--- src/rtl/core/sais_pkg.sv ---
// Shared types and constants for the shifting array block.
// Used by sais_cell, sais_scan and shifting_array_insert_delete_search.
package sais_pkg;

	localparam int DATA_W    = 32;
	localparam int POS_W     = 6;
	localparam int LEN_W     = 7;
	localparam int DEPTH_DEF = 64;
	localparam int GROUP_W   = 8;
	localparam int GSEL_W    = 3;

	localparam logic [LEN_W-1:0]  LEN_RESET = LEN_W'(64);
	localparam logic [DATA_W-1:0] EMPTY_WORD = '1;
	localparam logic [DATA_W-1:0] ZERO_WORD  = '0;

	typedef enum logic [1:0] {
		OP_INSERT = 2'd0,
		OP_REMOVE = 2'd1,
		OP_CLEAR  = 2'd2,
		OP_SEARCH = 2'd3
	} op_t;

	// Broadcast to every cell on a transfer.
	typedef struct packed {
		logic              go;
		logic              ok;
		op_t               op;
		logic [POS_W-1:0]  pos;
		logic [LEN_W-1:0]  len;
		logic [DATA_W-1:0] value;
	} cell_ctl_t;

	typedef struct packed {
		logic             done;
		logic             found;
		logic [POS_W-1:0] index;
	} scan_res_t;

	// Lowest set bit of an 8-bit group.
	function automatic logic [GSEL_W-1:0] first_set(input logic [GROUP_W-1:0] bits);
		logic [GSEL_W-1:0] sel;
		sel = '0;
		for (int k = GROUP_W - 1; k >= 0; k--) begin
			if (bits[k]) begin
				sel = GSEL_W'(k);
			end
		end
		return sel;
	endfunction

endpackage

--- src/rtl/core/sais_cell.sv ---
// One slot of the shifting array: holds a word, takes a neighbor's word on a shift.
// Depends on sais_pkg.
module sais_cell import sais_pkg::*; #(
	parameter int INDEX = 0
) (
	input  logic              clk,
	input  logic              arst_n,
	input  cell_ctl_t         ctl,
	input  logic [DATA_W-1:0] left,
	input  logic [DATA_W-1:0] right,
	output logic [DATA_W-1:0] slot,
	output logic              hit
);

	logic [DATA_W-1:0] slot_q;
	logic              hit_q;
	logic              active;
	logic              at_pos;
	logic              above_pos;
	logic              below_last;
	logic              is_last;

	assign active     = INDEX < int'(ctl.len);
	assign at_pos     = INDEX == int'(ctl.pos);
	assign above_pos  = INDEX > int'(ctl.pos);
	assign below_last = (INDEX + 1) < int'(ctl.len);
	assign is_last    = (INDEX + 1) == int'(ctl.len);

	always_ff @(posedge clk or negedge arst_n) begin
		if (!arst_n) begin
			slot_q <= EMPTY_WORD;
		end else if (ctl.go && ctl.ok) begin
			case (ctl.op)
				OP_INSERT: begin
					if (at_pos) begin
						slot_q <= ctl.value;
					end else if (above_pos && active) begin
						slot_q <= left;
					end
				end
				OP_REMOVE: begin
					if ((at_pos || above_pos) && below_last) begin
						slot_q <= right;
					end
				end
				OP_CLEAR: begin
					if (is_last) begin
						slot_q <= ZERO_WORD;
					end
				end
				default: begin
				end
			endcase
		end
	end

	// Match flag is sampled on a search transfer and held for the scan.
	always_ff @(posedge clk) begin
		if (ctl.go && ctl.op == OP_SEARCH) begin
			hit_q <= active && (slot_q == ctl.value);
		end
	end

	assign slot = slot_q;
	assign hit  = hit_q;

endmodule

--- config.mk ---
export PLATFORM = sky130hd
export DESIGN_NAME = sais_cell
export DESIGN_NICKNAME = d
export VERILOG_FILES = /design/src/rtl/core/sais_pkg.sv /design/src/rtl/core/sais_cell.sv
export SDC_FILE = /design/constraint.sdc
export NUM_CORES = 1
export LEC_CHECK = 0
export BUFFER_PORTS_ARGS = -buffer_cell sky130_fd_sc_hd__buf_2
export CAP_MARGIN = 20
export CORE_ASPECT_RATIO = 0.8
export CORE_MARGIN = 2
export CORE_UTILIZATION = 46
export DETAILED_ROUTE_END_ITERATION = 6
export PLACE_DENSITY = 0.84
export SETUP_SLACK_MARGIN = 0.05
export SLEW_MARGIN = 20
export SYNTH_ARGS = -nofsm -noshare
export SYNTH_HDL_FRONTEND = slang
export SYNTH_SLANG_ARGS = --single-unit
--- constraint.sdc ---
create_clock -name clk -period 1.9 [get_ports clk]
set_input_delay 0.285 -clock clk [delete_from_list [all_inputs] [get_ports clk]]
set_output_delay 0.285 -clock clk [all_outputs]
set_load 0.01 [all_outputs]
== Word-level counts from Yosys, hierarchy flattened ==
Cells that the tools add are included.

* Flip-flop bits (word level): 33
* Input bits: 115
* Output and inout bits: 33
* Word-level logic and storage cells: 24

* Magnitude comparators: 2
* Equality and inequality tests: 8
* Muxes and demuxes: 4
* Reductions and logical operators: 8

{| class="wikitable"
|+ Operators by type and width
! cell !! count
|-
| 2-to-1 mux 32 bit || 3
|-
| case mux 32 bit (3 select lines) || 1
|-
| equality test 32 bit || 1
|-
| less-than comparator 1 x 7 -> 1 bit, first input constant || 2
|-
| equality test 2 x 7 -> 1 bit, first input constant || 1
|-
| zero test 6 bit || 1
|-
| != test 2 bit, second input constant || 3
|-
| AND reduction 5 bit || 1
|-
| equality test 2 bit, second input constant || 2
|-
| logical AND 1 bit || 4
|-
| nonzero test 3 bit || 1
|-
| equality test 2 x 1 -> 1 bit, second input constant || 1
|-
| zero test 2 bit || 1
|}

== Logic depth before layout (Yosys ltp) ==
* Word-level depth: 4
* Gate-level depth with buffers: 8
* Gate-level depth less buffers: 6

== Worst setup path before layout ==
No wires, ideal clock.

* Kind: in2reg
* Start: input ctl[45] (netlist bit)
* End: register slot_q[20], in the netlist slot[20]
* Library setup time: 0.085 ns
* Data arrival time: 1.528 ns
* Data required time: 1.815 ns
* Path slack: 0.287 ns
* Cell stages on the path: 8
* Buffers on the path: 2
* Cells stage by stage: inv_1 ha_1 and2_1 clkbuf_1 clkbuf_1 nand2_1 o21ai_0 mux2_1

* Word-level cells in the longest chain between the ends: 3
* Elaborated cells between the ends (all ways): 9
* Classes of those cells: 5 x eq/ne; 1 x mux; 3 x reduce/logical

{| class="wikitable"
|+ Ends and longest elaborated chain
! element !! line !! source
|-
| start, declared || sais_cell.sv:8 || <nowiki>input cell_ctl_t ctl,</nowiki>
|-
| equality test 2 x 1 -> 1 bit, or another cell as far along || sais_cell.sv:33 || <nowiki>case (ctl.op)</nowiki>
|-
| != test 2 bit (no line) or nonzero test 3 bit (tied branches) || - ||
|-
| AND reduction 5 bit (no line) || - ||
|-
| end signal, assigned || sais_cell.sv:36 || <nowiki>slot_q <= ctl.value;</nowiki>
|-
| end signal, assigned || sais_cell.sv:38 || <nowiki>slot_q <= left;</nowiki>
|-
| end signal, assigned || sais_cell.sv:43 || <nowiki>slot_q <= right;</nowiki>
|-
| end, declared || sais_cell.sv:15 || <nowiki>logic [DATA_W-1:0] slot_q;</nowiki>
|}

Parallel ways exist; a longest one is shown, timed or not.
A chain may end at the register's enable or synchronous reset.

== Final worst setup path ==
* Start: register slot_q[17], in the netlist slot[17]
* End: register hit_q, in the netlist hit (data pin)

* Word-level cells in the longest chain between the ends: 2

{| class="wikitable"
|+ Ends and longest elaborated chain
! element !! line !! source
|-
| equality test 32 bit || sais_cell.sv:60 || <nowiki>hit_q <= active && (slot_q == ctl.value);</nowiki>
|-
| logical AND 1 bit || sais_cell.sv:60 ||
|-
| end signal, assigned || sais_cell.sv:60 ||
|-
| end, declared || sais_cell.sv:16 || <nowiki>logic hit_q;</nowiki>
|}

No other way between the ends.

==> results.md <==
* Seq pwr share at 0.449
* Root buffer cell: clkbuf_8
* Period minus WS final at between 1.5 and 2 ns
* Critical Path End: hit
* Initial Util at 0.469
* Clock Skews at about 0.0064 ns
* Source of the critical timing path: slot[17]
* Synth unique cells at 23
* Final count of pins violating max slew at 0
* P&R area growth vs syn at 32.3%
* Insertion delay to the later sink of the worst-skew pair at 0.27 ns
* # hold bufs at CTS at 0
* Most frequent cells in the layout: buf_2, inv_1
* Post-DP Area at 0.00297 mm²
* Fin nets at 472
* WL per Instance at 13.2 µm
* Max Freq at just over 600 MHz
* Initial DRC count at 60
* Routed vias at approximately 2000
* Reg area at roughly 870 µm²
* Post-route cell area at around 0.003 mm²
* Ant diodes at 0
* Cell leakage power at around 1.7 nW
* Die Y at ~67 µm
* Worst Hold Class: in -> reg
* Final ANT Viol Nets at 0
* Max Fanout on Critical Path at 3
* Crit Path Category: reg -> reg
* Number of global-route vias before repair at 1862
* Post-route setup TNS at 0 ns
* Unrepaired setup endpoints after global routing: false
* Worst reg-to-reg path cell count at 4
* VDD IR max at around 0.55 mV
* Crit end category: flop
* CTS tree: yes
* Gr usage total at 0.198
* EDFF count, synth at 1
* Number of CTS-inserted buffers at 5
* H-Tree Depth at 2
* Crit share post-route at 0.869
* Die ar. at 0.00560 mm²
* Die width at ~83 µm
* Most common cell after layout, fill and taps aside: buf_2
* Clock Power Share at 0.188
* Clock Sinks at 33
* Post-CTS setup repair buffer count at 0
* Syn_area_per_cell at around 10 µm²
* Final setup fails at 0
* Syn_nets at roughly 350
* Multi-input gate area at 0.00124 mm²
* DPL Wire Length at around 4.3 mm
* Tot Pwr at 2.66 mW
* Share of post-route cells with drive strength above 1 at 0.545
* Fin worst setup slack at ~0.25 ns
* Clock Tree Buf Depth at 2
* DRT Pass-1 Iters at 4
* Sw frac at 0.318
* Flops & latches, synth at 33
* First-pass GRT wire length at 8.72 mm
* Max-Cap Viols at 0
* Pwr dens at 871 mW/mm²
* Gpl congestion at around 0.77
* IO buf count at ~120
* Status: completed
* DP Worst Slack at between 0.15 and 0.2 ns
* Drt drc at 0
* Pin count of the biggest net entering global routing at 33
* Io pins at around 150
* Switching power total at 0.846 mW
* Dominant synthesized flop cell: dfstp_2
* # rows at 23
* Post_cts resized at 0
* Internal power at between 1.5 and 2 mW
* Final Hold Slack at about 0.34 ns
* Critical Path Start Type: flop
* CTS clk-pin slew, worst paths at about 0.070 ns
* Critical Path AT at roughly 1.8 ns
* Initial antenna violation count at 0
* Worst Tran Pin Value at between 0.7 and 0.8 ns
* Register area share after synthesis at 0.377
* Gr ovfl total at 0
* Reg-to-Reg Start: slot[17]
* R2r setup slk at 0.25 ns
* FFs w/ async S/R, synth at 0.970
* Hold violation count in the final report at 0
* DRT Wirelength at between 5 and 6 mm
* WP data required at around 2 ns
* Post-Synthesis Cells at 235
* Synth warnings at 0
* Mapped Area at roughly 0.0023 mm²
* Vias per cell at 4.77
* Combinational power share at 0.363
* Slew headroom at 0.532
* Core Box Area at between 0.004 and 0.005 mm²
* Fill count at ~400
* Worst R2R End: hit
* Worst Min Path Start: right[29]
## worst min-delay path by stage
stage               endpoint  cells after the start
finish              slot[29]                      4
global route             hit                      2
CTS                  slot[5]                      4
detailed placement   slot[0]                      1
global placement    slot[20]                      4
floorplan            slot[0]                      0
## sequential cells by signal, summed over array words and instances, names as in the netlist
name and cells:
hit 1, slot 32
## through the flow
stage                     instances  utilization
after global placement          408        0.604
after floorplan                 235            -
final                           416        0.620
after global routing            416        0.620
after CTS                       416        0.620
after detailed placement        408        0.604
## power groups by stage
stage / Clock (mW) / Sequential, mW / Combinational (mW)
after floorplan: 0 / 1.27 / 0.494
after global placement: 0 / 1.18 / 0.960
after detailed placement: 0 / 1.20 / 0.977
after CTS: 0.525 / 1.19 / 0.981
after global routing: 0.554 / 1.22 / 1.06
final: 0.501 / 1.19 / 0.965
## final cells by class
class	instances	area share
sequential	33	0.285
inverter	35	0.0430
clock buffer	6	0.0238
clock inverter	2	0.00328
tap	62	0.0254
multi-input combinational	157	0.408
timing repair buffer	121	0.211
## logic make-up (layout without fill, tap and decap cells)
kind of cell | Yosys count | after routing | synth area share
AND/OR/NAND/NOR | 54 | 54 | 0.110
buffers and inverters | 45 | 164 | 0.0830
AO/OA/AOI/OAI | 35 | 35 | 0.0813
flip-flops | 33 | 33 | 0.377
XOR/XNOR | 32 | 32 | 0.121
multiplexers | 32 | 32 | 0.205
adder cells (fa/ha/maj) | 4 | 4 | 0.0217
## layer usage
| metal | up-vias | wire length, µm | GRT usage |
|---|---|---|---|
| met5 | - | 0 | 0 |
| met4 | 0 | 12 | 0.0451 |
| met3 | 2 | 289 | 0.0452 |
| met2 | 59 | 2660 | 0.341 |
| met1 | 919 | 2540 | 0.259 |
| li1 | 1003 | - | - |
## critical path: stages (launching register included)
cell,delay [ns]
dfstp_2,0.55
xor2_1,0.08
nor4_1,0.40
nand4_1,0.20
a211oi_1,0.26
## cells in the mapped netlist (3+ instances only)
cell type  instances  area (µm²)
nor4_1             8        50.1
dfstp_2           32         841
o21ai_0           32         160
clkbuf_1           7        26.3
mux2_4            30         450
xor2_1            32         280
inv_1             35         131
nand4_1            3        18.8
nand2_1           32         120
nor2_1             4        15.0
buf_6              3        33.8
ha_1               4        50.1
Power figures use the tool's default switching activity.
