### config.mk
export PLATFORM = sky130hd
export DESIGN_NAME = sais_scan
export DESIGN_NICKNAME = d
export VERILOG_FILES = /design/src/rtl/core/sais_pkg.sv /design/src/rtl/core/sais_scan.sv
export SDC_FILE = /design/constraint.sdc
export NUM_CORES = 1
export LEC_CHECK = 0
export BUFFER_PORTS_ARGS = -buffer_cell sky130_fd_sc_hd__buf_2
export CORE_ASPECT_RATIO = 0.75
export CORE_MARGIN = 10
export CORE_UTILIZATION = 35
export DETAILED_ROUTE_END_ITERATION = 8
export PLACE_DENSITY = 0.8
export SYNTH_ARGS = -nofsm -noshare
export SYNTH_HDL_FRONTEND = slang
export SYNTH_SLANG_ARGS = --single-unit
### constraint.sdc
create_clock -name clk -period 2.3 [get_ports clk]
set_input_delay 0 -clock clk [delete_from_list [all_inputs] [get_ports clk]]
set_output_delay 0 -clock clk [all_outputs]
set_load 0.01 [all_outputs]
### src/rtl/core/sais_pkg.sv
// Shared types and constants for the shifting array block.
// Used by sais_cell, sais_scan and shifting_array_insert_delete_search.
package sais_pkg;

	localparam int DATA_W    = 32;
	localparam int POS_W     = 6;
	localparam int LEN_W     = 7;
	localparam int DEPTH_DEF = 64;
	localparam int GROUP_W   = 8;
	localparam int GSEL_W    = 3;

	localparam logic [LEN_W-1:0]  LEN_RESET = LEN_W'(64);
	localparam logic [DATA_W-1:0] EMPTY_WORD = '1;
	localparam logic [DATA_W-1:0] ZERO_WORD  = '0;

	typedef enum logic [1:0] {
		OP_INSERT = 2'd0,
		OP_REMOVE = 2'd1,
		OP_CLEAR  = 2'd2,
		OP_SEARCH = 2'd3
	} op_t;

	// Broadcast to every cell on a transfer.
	typedef struct packed {
		logic              go;
		logic              ok;
		op_t               op;
		logic [POS_W-1:0]  pos;
		logic [LEN_W-1:0]  len;
		logic [DATA_W-1:0] value;
	} cell_ctl_t;

	typedef struct packed {
		logic             done;
		logic             found;
		logic [POS_W-1:0] index;
	} scan_res_t;

	// Lowest set bit of an 8-bit group.
	function automatic logic [GSEL_W-1:0] first_set(input logic [GROUP_W-1:0] bits);
		logic [GSEL_W-1:0] sel;
		sel = '0;
		for (int k = GROUP_W - 1; k >= 0; k--) begin
			if (bits[k]) begin
				sel = GSEL_W'(k);
			end
		end
		return sel;
	endfunction

endpackage

### src/rtl/core/sais_scan.sv
// Finds the lowest set match flag, one group of eight flags per cycle.
// Depends on sais_pkg.
module sais_scan import sais_pkg::*; #(
	parameter int DEPTH = DEPTH_DEF
) (
	input  logic             clk,
	input  logic             arst_n,
	input  logic             start,
	input  logic [DEPTH-1:0] hits,
	output logic             busy,
	output scan_res_t        res
);

	localparam int NGROUP = (DEPTH + GROUP_W - 1) / GROUP_W;
	localparam int GW     = (NGROUP > 1) ? $clog2(NGROUP) : 1;
	localparam int PAD_W  = NGROUP * GROUP_W;
	localparam int IW     = GW + GSEL_W;

	typedef enum logic [1:0] {
		ST_IDLE = 2'b01,
		ST_SCAN = 2'b10
	} scan_state_t;

	scan_state_t       state_q;
	logic [GW-1:0]     grp_q;
	logic [PAD_W-1:0]  hit_pad;
	logic [GROUP_W-1:0] grp_bits;
	logic              any_hit;
	logic              last_grp;
	logic [IW-1:0]     idx;
	logic [IW+POS_W-1:0] idx_wide;

	assign hit_pad  = PAD_W'(hits);
	assign grp_bits = hit_pad[int'(grp_q) * GROUP_W +: GROUP_W];
	assign any_hit  = |grp_bits;
	assign last_grp = grp_q == GW'(NGROUP - 1);
	assign idx      = {grp_q, first_set(grp_bits)};
	assign idx_wide = {{POS_W{1'b0}}, idx};

	always_ff @(posedge clk or negedge arst_n) begin
		if (!arst_n) begin
			state_q <= ST_IDLE;
			grp_q   <= '0;
		end else begin
			case (state_q)
				ST_IDLE: begin
					grp_q <= '0;
					if (start) begin
						state_q <= ST_SCAN;
					end
				end
				ST_SCAN: begin
					if (any_hit || last_grp) begin
						state_q <= ST_IDLE;
						grp_q   <= '0;
					end else begin
						grp_q <= grp_q + GW'(1);
					end
				end
				default: begin
					state_q <= ST_IDLE;
				end
			endcase
		end
	end

	assign busy      = state_q == ST_SCAN;
	assign res.done  = busy && (any_hit || last_grp);
	assign res.found = any_hit;
	assign res.index = any_hit ? idx_wide[POS_W-1:0] : '0;

endmodule

Word level (Yosys, flattened, before mapping)
Cells that the tools add are included.
{"block": "classes", "add_sub_neg": 1, "n_mul": 0, "n_div": 0, "magnitude_cmp": 0, "n_eq_ne": 5, "n_shift": 1, "muxes": 14, "bitwise": 0, "reduce_logical": 5}
{"op": "indexed part select 64 x 7 -> 8 bit", "count": 1}
{"op": "2-to-1 mux 3 bit", "count": 9}
{"op": "OR reduction 8 bit", "count": 1}
{"op": "2-to-1 mux 6 bit", "count": 1}
{"op": "case mux 3 bit (2 select lines)", "count": 1}
{"op": "2-to-1 mux 2 bit", "count": 2}
{"op": "case mux 2 bit (2 select lines)", "count": 1}
{"op": "adder 3 x 1 -> 3 bit, second input constant", "count": 1}
{"op": "equality test 3 bit, second input constant", "count": 1}
{"op": "equality test 2 x 1 -> 1 bit, second input constant", "count": 1}
{"op": "equality test 2 bit, second input constant", "count": 1}
{"op": "!= test 2 x 1 -> 1 bit, second input constant", "count": 1}
{"op": "!= test 2 bit, second input constant", "count": 1}
{"op": "AND reduction 2 bit", "count": 1}
{"op": "nonzero test 2 bit", "count": 1}
{"op": "logical AND 1 bit", "count": 1}
{"op": "logical OR 1 bit", "count": 1}
{"block": "totals", "register_bits": 5, "latch_bits": 0, "mem_bits_rw": 0, "rom_bits": 0, "in_bits": 67, "output_inout_bits": 9, "word_cells": 28, "memories": 0}

Longest topological paths before layout
{"block": "depth", "depth_word": 10, "depth_mapped": 8, "mapped_depth_nobuf": 6}

Least setup slack after synthesis
No wires, ideal clock.
{"block": "synth_path", "path_type": "register -> register", "startpoint": "reg grp_q[0]", "endpoint": "reg state_q[0]", "setup_time_ps": 84, "arrival_ps": 2127, "t_required_ps": 2216, "path_slack_ps": 90, "stages_incl_launch_ff": 7, "path_buffers": 1, "period_less_slack_ps": 2210, "path_cell_list": "dfrtp_1 buf_6 mux4_1 mux2_2 nor4b_4 a31oi_1 a311o_1"}
{"block": "synth_via", "elab_chain_cells": 5, "elab_cells_between_ends": 6, "classes_between": "eq/ne: 2; shift: 1; reduce/logical: 3"}
{"element": "start, declared", "line": "sais_scan.sv:25", "rtl": "logic [GW-1:0] grp_q;"}
{"element": "start signal, assigned", "line": "sais_scan.sv:57", "rtl": "grp_q <= grp_q + GW'(1);"}
{"element": "indexed part select 64 x 7 -> 8 bit", "line": "sais_scan.sv:34", "rtl": "assign grp_bits = hit_pad[int'(grp_q) * GROUP_W +: GROUP_W];"}
{"element": "OR reduction 8 bit", "line": "sais_scan.sv:35", "rtl": "assign any_hit = |grp_bits;"}
{"element": "logical OR 1 bit (*)", "line": "sais_scan.sv:53", "rtl": "if (any_hit || last_grp) begin"}
{"element": "!= test 2 x 1 -> 1 bit (no source line) (*)"}
{"element": "AND reduction 2 bit (no source line) (*)"}
{"element": "end signal, assigned", "line": "sais_scan.sv:42", "rtl": "state_q <= ST_IDLE;"}
{"element": "end signal, assigned", "line": "sais_scan.sv:54", "rtl": "state_q <= ST_IDLE;"}
{"element": "end signal, assigned", "line": "sais_scan.sv:61", "rtl": "state_q <= ST_IDLE;"}
{"element": "end, declared", "line": "sais_scan.sv:24", "rtl": "scan_state_t state_q;"}
Every way passes the cells marked *; elsewhere a longest branch is shown, timed or not.
A chain may end at the register's enable or synchronous reset.

==> impl_results.rst <==
.. list-table::
   :header-rows: 1

   * - Metric
     - Value
   * - Outcome
     - finished with violations
   * - Violated checks
     - negative setup slack
   * - Core box area
     - around 2400 sq um
   * - Tightest Pin Transition
     - between 0.2 and 0.3 ns
   * - RSZ-0062 raised after global routing
     - yes
   * - Layout overhead on the synthesized area
     - 63.7%
   * - Layout Utilization
     - 62.2%
   * - NetSw
     - 0.000179 W
   * - Inserted Diodes
     - 0
   * - Area used by multi-input combinational logic
     - between 700 and 800 sq um
   * - Post-Place Cells
     - 189
   * - Num rows
     - 15
   * - Total number of clock tree sinks
     - 5
   * - Fin. max-slew vios
     - 0
   * - First-pass GRT wire length
     - 5380 um
   * - Layout filler cell count
     - around 200
   * - Count of antenna-violating nets left after detailed routing
     - 0
   * - Crit path max fanout
     - 8
   * - Buffers & Inverters on Critical Path
     - 3
   * - Final critical delay including setup and external delays
     - ~2.4 ns
   * - Maximum capacitance violations
     - 0
   * - DRT Pass-1 Iters
     - 3
   * - Share of post-route cells with drive strength above 1
     - 71.3%
   * - Number of nets in the layout
     - 236
   * - Maximum VDD drop
     - 0.126 mV
   * - Net Sw Frac
     - 36.1%
   * - Kind of critical path
     - flip-flop to output port
   * - Distinct cells, synth
     - 27
   * - Antenna violations before repair
     - 0
   * - Total placed instance area
     - 1370 sq um
   * - Final weighted congestion of routability-driven global placement
     - around 0.7
   * - Number of cells on the worst hold path
     - 3
   * - Lkg Pwr
     - between 0.7 and 0.8 nW
   * - CP top delay family
     - multiplexers
   * - Final Skew
     - 0.00620 ns
   * - Vias/cell
     - 5.17
   * - Tcrit/Tclk final
     - 106%
   * - Die Area
     - 5040 sq um
   * - Cell Pwr Density
     - 335 nW/um^2
   * - Worst path setup slack after routing
     - -0.147 ns
   * - Die extent in y
     - 64.1 um
   * - Timing-limited maximum frequency
     - slightly above 400 MHz
   * - Startpoint Class
     - flip-flop
   * - Total wire length after detailed routing
     - 3380 um
   * - H-tree depth
     - 1
   * - Cell count of the worst reg-to-reg path
     - 8
   * - Hold Vio Cnt, Final
     - 0
   * - Power share of the sequential group
     - approximately 25%
   * - Via count of the first global-routing pass
     - 1234
   * - Kind of end point of the critical path
     - output port
   * - Worst Hold Class
     - primary input to flip-flop
   * - Sequential-to-total area share from yosys stat
     - 14.0%
   * - CTS tree
     - built
   * - Post-route standard cell area excluding fillers
     - about 1500 sq um
   * - Cell-internal power
     - 0.000318 W
   * - Largest net degree at the start of global routing
     - 13
   * - Aggregate global-route resource usage
     - 13.0%
   * - DR vias
     - slightly above 1k
   * - CTS Root Cell
     - clkbuf_4
   * - Overall overflow remaining after global route
     - 0
   * - Clock latency of the later-clocked register in the worst-skew pair
     - approximately 0.24 ns
   * - Sequential standard cell area
     - 129 sq um
   * - Max stage delay on crit path
     - 0.49 ns
   * - Mapped Avg Cell Area
     - 11.9 sq um
   * - Placed wire-length estimate
     - approximately 2800 um
   * - CP Depth
     - 8
   * - Comb power frac
     - 54.7%
   * - Area of the mapped netlist
     - 906 sq um
   * - Syn Inst Count
     - 76
   * - Number of placed I/O pins
     - 76
   * - Endpoint arrival time on the critical path
     - 2.45 ns
   * - Final setup violation count
     - 7
   * - Initial drt markers
     - 25
   * - Final standard cell count with taps included and fillers excluded
     - just under 200
   * - Clock Power Share
     - 20.6%
   * - Worst path required time
     - 2.30 ns
   * - Worst-case clock buffer depth
     - 2
   * - Post-DR wirelength/cell
     - 17.1 um
   * - Slowest stage cell on the critical path
     - mux4_2
   * - Starting density of the core
     - 38.0%
   * - Slew margin rel.
     - 83.2%
   * - Total DRC errors in the routed layout
     - 0
   * - Warnings from Yosys
     - 0
   * - Ordered cell list for the critical path
     - buf_12 > mux4_2 > mux2_4 > nor4b_4 > and2_4 > inv_4 > o21a_1 > buf_6
   * - Number of storage elements in the synthesis netlist
     - 5
   * - Number of nets produced by synthesis
     - 147
   * - CTS Buf Count
     - 3
   * - Pre-CTS WS
     - -0.0394 ns
   * - Clock transition time at the flip-flop clock pins of the worst setup and hold paths
     - 0.05 ns
   * - IO Port Bufs
     - 75
   * - Final worst hold slack
     - 0.0549 ns
   * - Chip Width
     - 78.7 um
metal layers:
metal	up-vias	track usage, %	wire length (um)
li1	486	-	-
met1	486	13.2	1310
met2	49	22.4	1690
met3	2	6.56	371
met4	0	5.36	16
met5	-	0	0
cell usage in the layout, fill, tap and decap left out, drive strengths merged:
cell / n
nor4b: 1
mux2: 4
nor2: 4
o21a: 1
o21ai: 4
a31oi: 1
nand4: 3
and4: 1
dfstp: 1
nand2: 6
inv: 3
clkbuf: 4
and2: 4
nand2b: 2
a311oi: 2
a311o: 1
mux4: 16
buf: 89
dlygate4sd3: 1
a21oi: 1
dfrtp: 4
ha: 4
mux2i: 5
nor2b: 2
synthesized netlist by cell type:
cell type  instances  area, sq um
mux4_2            11          248
o21ai_0            4         20.0
a311oi_1           2         17.5
buf_2              1         5.00
nor4b_4            1         23.8
o21a_1             1         7.51
buf_4              2         15.0
nand4_1            3         18.8
and4_1             1         8.76
and2_1             4         25.0
dfrtp_1            4          100
nor2_1             4         15.0
inv_2              1         3.75
a21oi_1            1         5.00
ha_1               4         50.1
nor2b_1            2         12.5
nand2b_1           2         12.5
clkbuf_1           2         7.51
mux4_1             5          131
mux2i_1            5         50.1
a31oi_1            1         6.26
a311o_1            1         10.0
buf_6              1         11.3
mux2_2             4         45.0
dfstp_2            1         26.3
inv_1              2         7.51
nand2_1            6         22.5
worst min-delay path, stage by stage:
cell and delay [ns]:
buf_2 0.11, nor2_1 0.10, a311oi_1 0.05
through the flow:
step / total power [W] / TNS, ns
after floorplan: 0.000252 / 0
after global placement: 0.000346 / 0
after detailed placement: 0.000362 / -0.102
after CTS: 0.000480 / -0.652
after global routing: 0.000535 / -1.42
final: 0.000497 / -0.693
power groups by stage:
| stage | sequential (W) | clock [W] | combinational [W] |
|---|---|---|---|
| 2_1_floorplan | 0.000121 | 0 | 0.000132 |
| 3_3_place_gp | 0.000122 | 0 | 0.000224 |
| 3_5_place_dp | 0.000124 | 0 | 0.000238 |
| 4_1_cts | 0.000123 | 0.000105 | 0.000252 |
| 5_1_grt | 0.000125 | 0.000112 | 0.000297 |
| 6_report | 0.000123 | 0.000102 | 0.000272 |
final timing paths:
check / startpoint / end / slack, ns
min in group asynchronous: arst_n / state_q[1] / 0.10
worst max register to register: grp_q[0] / grp_q[2] / -0.01
worst max-delay path: grp_q[0] / res[7] / -0.15
max in group asynchronous: arst_n / state_q[0] / 1.99
worst min-delay path: start / state_q[1] / 0.05
worst min register to register: state_q[1] / state_q[1] / 0.58
flip-flops by register name (all words and copies together) (netlist names):
name,cells
grp_q,3
state_q,2
logic make-up (layout without fill, tap and decap cells):
kind of cell | after synthesis | in the layout | synth area share [%]
mux | 25 | 25 | 52.3
simple gates | 23 | 23 | 15.3
compound gates | 10 | 10 | 7.32
buf+inv | 9 | 97 | 5.52
flops | 5 | 5 | 14.0
fa+ha+maj | 4 | 4 | 5.53
repair_timing:
| action | CTS | global route |
|---|---|---|
| hold endpoints to repair | 5 | 0 |
| pin swaps | 4 | 2 |
| hold buffers | 1 | 0 |
| setup endpoints to repair | 9 | 12 |
| resized for setup | 8 | 12 |
| buffers inserted | 3 | 2 |
cell type report:
class / instances / area share, %
sequential: 5 / 8.69
clock buffer: 4 / 1.77
multi-input combinational: 62 / 49.9
tap: 34 / 2.87
timing repair buffer: 90 / 35.9
inverter: 3 / 0.928
No activity file was read; power rests on OpenSTA's default activity.
